===== src/rtl/gdpl_pkg.sv =====
`default_nettype none

package gdpl_pkg;

	// Default parameter values for the top level.
	localparam int POSITION_BITS_DEF = 32;
	localparam int INDEX_BITS_DEF    = 12;

	// Fixed widths of the configuration registers.
	localparam int PITCH_BITS  = 24;
	localparam int COUNT_BITS  = 13;
	localparam int GAP_BITS    = 30;
	localparam int EDGE_BITS   = GAP_BITS + 1;
	localparam int PERIOD_BITS = GAP_BITS + 2;

	// Configuration port.
	localparam int CFG_INDEX_BITS = 3;
	localparam int CFG_DATA_BITS  = GAP_BITS;

	localparam logic [CFG_INDEX_BITS-1:0] REG_X_PITCH     = 3'd0;
	localparam logic [CFG_INDEX_BITS-1:0] REG_Y_PITCH     = 3'd1;
	localparam logic [CFG_INDEX_BITS-1:0] REG_X_COUNT     = 3'd2;
	localparam logic [CFG_INDEX_BITS-1:0] REG_Y_COUNT     = 3'd3;
	localparam logic [CFG_INDEX_BITS-1:0] REG_UNIT_LENGTH = 3'd4;
	localparam logic [CFG_INDEX_BITS-1:0] REG_UNIT_GAP    = 3'd5;
	localparam logic [CFG_INDEX_BITS-1:0] REG_ARRAY_GAP   = 3'd6;

	// Register values after reset.
	localparam logic [PITCH_BITS-1:0] PITCH_RESET = 24'd75000;
	localparam logic [COUNT_BITS-1:0] COUNT_RESET = 13'd64;

	// Gap geometry derived from the configuration, shared by both lanes.
	typedef struct packed {
		logic                   gapped;
		logic [GAP_BITS-1:0]    unit_length;
		logic [EDGE_BITS-1:0]   lo_edge;
		logic [PERIOD_BITS-1:0] span;
		logic [PERIOD_BITS-1:0] period;
	} geom_t;

	// Pipeline flow control toward the data path.
	typedef struct packed {
		logic en;
		logic load_out;
		logic out_from_skid;
		logic load_skid;
	} flow_t;

endpackage

`default_nettype wire


===== src/rtl/gdpl_flow_ctrl.sv =====
`default_nettype none

// Valid tracking for the lane pipeline, with a skid slot before the output register.
module gdpl_flow_ctrl #(
	parameter int DEPTH = 32
) (
	input  wire logic            clk,
	input  wire logic            arst_n,
	input  wire logic            in_valid,
	output logic                 in_ready,
	output logic                 out_valid,
	input  wire logic            out_ready,
	output gdpl_pkg::flow_t      ctrl
);

	import gdpl_pkg::*;

	logic [DEPTH-1:0] valid_q;
	logic             skid_q;
	logic             out_q;
	logic             out_free;
	logic             pipe_valid;

	assign pipe_valid = valid_q[DEPTH-1];
	assign out_free   = !out_q || out_ready;

	// The pipeline moves as long as the skid slot is empty.
	always_comb begin
		ctrl.en            = !skid_q;
		ctrl.load_out      = out_free;
		ctrl.out_from_skid = skid_q;
		ctrl.load_skid     = !out_free && !skid_q && pipe_valid;
	end

	assign in_ready  = !skid_q;
	assign out_valid = out_q;

	always_ff @(posedge clk or negedge arst_n) begin
		if (!arst_n) begin
			valid_q <= '0;
			skid_q  <= 1'b0;
			out_q   <= 1'b0;
		end else begin
			if (!skid_q) begin
				valid_q <= {valid_q[DEPTH-2:0], in_valid};
			end
			if (out_free) begin
				out_q  <= skid_q || pipe_valid;
				skid_q <= 1'b0;
			end else if (!skid_q && pipe_valid) begin
				skid_q <= 1'b1;
			end
		end
	end

endmodule

`default_nettype wire


===== config.mk =====
export PLATFORM = sky130hd
export DESIGN_NAME = gdpl_flow_ctrl
export DESIGN_NICKNAME = d
export VERILOG_FILES = /design/src/rtl/gdpl_pkg.sv /design/src/rtl/gdpl_flow_ctrl.sv
export SDC_FILE = /design/constraint.sdc
export NUM_CORES = 1
export LEC_CHECK = 0
export ABC_AREA = 1
export BUFFER_PORTS_ARGS = -buffer_cell sky130_fd_sc_hd__buf_2
export CAP_MARGIN = 20
export CORE_MARGIN = 2
export CORE_UTILIZATION = 57
export DETAILED_ROUTE_END_ITERATION = 7
export PLACE_DENSITY = 0.73
export SETUP_SLACK_MARGIN = 0.15
export SLEW_MARGIN = 20
export SYNTH_ARGS = -nofsm -noshare
export SYNTH_HDL_FRONTEND = slang
export SYNTH_SLANG_ARGS = --single-unit
export TNS_END_PERCENT = 100

===== constraint.sdc =====
create_clock -name clk -period 1.35 [get_ports clk]
set_input_delay 0.27 -clock clk [delete_from_list [all_inputs] [get_ports clk]]
set_output_delay 0.27 -clock clk [all_outputs]
set_load 0.05 [all_outputs]

# Word level (Yosys, flattened, before mapping)

Index checks and enable logic that the tools add are counted.

Flip-flop bits (word level): 34
Input port bits: 4
Output and inout port bits: 6
Word-level logic and storage cells: 14

Mux-type cells: 2
Reductions and logical operators: 9

Operators with widths:

| kind               | count |
|---|---|
| logical AND 1 bit  | 3 |
| zero test 1 bit    | 3 |
| logical OR 1 bit   | 2 |
| two-way mux 1 bit  | 2 |
| nonzero test 2 bit | 1 |

# Logic depth before layout (Yosys ltp)

Depth in word-level cells: 5
Mapped depth: 5
Depth with buffers taken out: 3

# Worst setup path after synthesis

Ideal clock, no wire load.

Kind: register to output
Start point: register out_q, in the netlist out_valid
End point: output ctrl[0] (netlist bit)
Data arrival time: 1.468 ns
Required time: 1.080 ns
Setup slack: -0.388 ns
Cell stages (with the launch flop): 3
Buffers on the path: 0
Cell sequence: dfrtp_1 -> nand2_1 -> nor2_1

RTL lines:

| element                | RTL line             | source |
|---|---|---|
| start, declared        | gdpl_flow_ctrl.sv:20 | `logic out_q;` |
| start signal, assigned | gdpl_flow_ctrl.sv:48 | `out_q <= skid_q \|\| pipe_valid;` |
| end, declared          | gdpl_flow_ctrl.sv:13 | `output gdpl_pkg::flow_t ctrl` |

==> metrics.md <==
| Metric | Value |
|---|---|
| Num CTS Buffers | `5` |
| Xor and xnor area share after synthesis | `0` |
| Commonest cells post-synth | `nand2_1 (90), dfrtp_1 (34), nand2_2 (9), buf_4 (6)` |
| First-pass GRT wire length | `3830 um` |
| Peak supply drop | `0.00175 V` |
| Switching power | `1.33 mW` |
| # rows | `17` |
| Worst-Skew Late Latency | `0.34 ns` |
| Syn. warnings | `0` |
| RSZ-0062 raised after global routing | `true` |
| Deepest level of the CTS H-tree | `2` |
| Clk pwr share | `0.151` |
| # nets final | `169` |
| Cell taking the most area after synthesis | `dfrtp_1` |
| Die height | `53.0 um` |
| Global route total overflow | `0` |
| Pre-CTS WS | `0.123 ns` |
| Vias per Instance | `4.82` |
| Number of flops mapped to enable cells by yosys | `0` |
| Power per Cell Area | `2230 nW/um^2` |
| CTS Root Cell | `clkbuf_4` |
| Dpl hpwl | `1390 um` |
| Die W | `53.0 um` |
| Max-cap violations | `0` |
| Reg2reg setup slack | `0.18 ns` |
| Post-synthesis sequential area ratio | `0.621` |
| TritonRoute pass-1 iters | `4` |
| Critical path class | `flop to output port` |
| Initial Util | `0.613` |
| Post-Syn Area | `1370 sq um` |
| Clk_skew | `0.0121 ns` |
| Synth Area in Simple Gates | `0.296` |
| Longest Clk Path Bufs | `2` |
| PortBufs | `9` |
| DR WL/cell | `12.1 um` |
| Post-layout min period | `1.44 ns` |
| Clock-pin slew on the worst setup and hold paths | `0.10 ns` |
| Leakage | `0.858 nW` |
| Layout area overhead | `14.4%` |
| Worst EP required | `1.08 ns` |
| Crit path max fanout | `4` |
| Iteration-0 DRC Markers | `25` |
| Flop pwr share | `0.513` |
| Failing checks | `setup timing` |
| Combinational fraction of design power | `0.337` |
| Synth cell types | `9` |
| Setup TNS | `-0.202 ns` |
| Final Hold Viols | `0` |
| Slew of the pin with the lowest slew margin | `0.432 ns` |
| Max Fclk | `0.695 GHz` |
| # IOs | `10` |
| Post-Syn Instances | `148` |
| Detail Route Antenna Nets | `0` |
| Via count | `936` |
| Vias in the first global route | `942` |
| Max-slew headroom | `0.712` |
| Pin count of the biggest net entering global routing | `34` |
| Layout cell share with drive strength beyond 1 | `0.235` |
| Most common cell in the synthesized netlist | `nand2_1` |
| Top area cells in the synthesized netlist | `dfrtp_1 (62%), nand2_1 (25%), nand2_2 (4.1%), buf_4 (3.3%), buf_6 (2.5%)` |
| Hold Crit Class | `primary input to flop` |
| Setup crit start kind | `flop` |
| Share of synthesized registers carrying an async set or reset | `1.00` |
| Final Max Tran Viols | `0` |
| Worst setup EP type | `output port` |
| Complex-gate fraction of the synthesized area | `0` |
| Ant. Diodes | `0` |
| Worst setup margin | `-0.0888 ns` |
| Post-route DRC | `0` |
| Syn_nets | `152` |
| Final Cycle Share | `1.07` |
| Sw Ratio | `0.381` |
| Adder-cell area share of the yosys netlist | `0` |
| Final Instance Count excl. Fillers | `194` |
| Number of synthesized register bits | `34` |
| CTS tree | `done` |
| Pint | `2.16 mW` |
| Hold_ws | `0.136 ns` |
| Multiplexer share of the synthesized area | `0` |
| Final Setup Violations | `4` |
| Drt total wl | `2340 um` |
| Clock Sinks | `34` |
| Main combinational cell family by area after synthesis | `simple AND/OR/NAND/NOR gates` |
| Post-synth top area share | `0.621` |
| Initial antenna violation count | `0` |
| Tot GR Track Use | `0.203` |
| RD Place Congestion | `0.677` |
| Outcome | `complete, but fails checks` |
| Post-Syn Area per Cell | `9.26 sq um` |
| Core Region | `2230 sq um` |
| DP Cell Count | `180` |
| Die area | `2810 sq um` |
| Data arrival, critical path | `1.17 ns` |
| Ys flop type | `dfrtp_1` |
-- area by class of cell --
cell class	count	area, sq um
clock buffer	8	48.8
sequential	34	853
inverter	2	15.0
multi-input combinational	102	428
timing repair buffer	20	188
tap	28	35.0
fill	174	666
-- cells by family (layout without fill, tap and decap cells) --
group / count (synthesis) / in the layout
and+or+nand+nor: 102 / 102
buffers and inverters: 12 / 30
DFF: 34 / 34
-- metal layers --
layer,wire length (um),GRT usage,vias to the layer above,part of all wire
met1,1020,0.208,448,0.43
met2,1180,0.338,21,0.50
met4,25,0.128,0,0.011
li1,-,-,465,-
met3,119,0.0847,2,0.051
met5,0,0,-,0
-- registers in the layout, summed over array words and instances (netlist names) --
signal,count
out_valid,1
skid_q,1
valid_q,32
-- metrics by stage --
step           cell area (sq um)   util  power, mW
3_5_place_dp                1410  0.632       2.82
5_1_grt                     1570  0.702       3.77
3_3_place_gp                1410  0.632       2.75
2_1_floorplan               1390      -       2.65
4_1_cts                     1530  0.685       3.46
6_report                    1570  0.702       3.50
-- power by group through the flow --
stage	clock, mW	combinational [mW]	sequential (mW)
floorplan	0	0.876	1.78
global placement	0	0.981	1.77
detailed placement	0	1.03	1.79
CTS	0.546	1.12	1.79
global route	0.591	1.33	1.85
finish	0.527	1.18	1.79
-- worst max-delay path: stages, from the launching register on --
cell and delay, ns:
dfrtp_2 0.46, inv_8 0.08, nand2_4 0.05, nor2_4 0.08, buf_6 0.16
-- worst paths after layout --
check / startpoint / end / cells after the start
worst max-delay path: skid_q$_DFFE_PN0P_ / ctrl[0] / 4
worst max register to register: skid_q$_DFFE_PN0P_ / out_valid$_DFFE_PN0P_ / 4
max in group asynchronous: arst_n / valid_q[8]$_DFFE_PN0N_ / 3
worst min register to register: valid_q[10]$_DFFE_PN0N_ / valid_q[11]$_DFFE_PN0N_ / 2
min in group asynchronous: arst_n / out_valid$_DFFE_PN0P_ / 2
worst min-delay path: in_valid / valid_q[0]$_DFFE_PN0N_ / 3
-- cell usage in the layout, fill, tap and decap left out, drive strengths merged --
cell type    count
nand2           99
dlygate4sd3      1
buf             19
clkbuf           8
inv              2
nor2             3
dfrtp           34
-- what timing repair did --
item / in CTS / in global routing
pin swaps: 2 / 0
gates resized for setup: 11 / 7
hold buffers: 1 / 0
endpoints found under the setup margin: 6 / 11
buffers inserted: 3 / 2
hold endpoints to repair: 17 / 0
No activity file was read; power rests on OpenSTA's default activity.
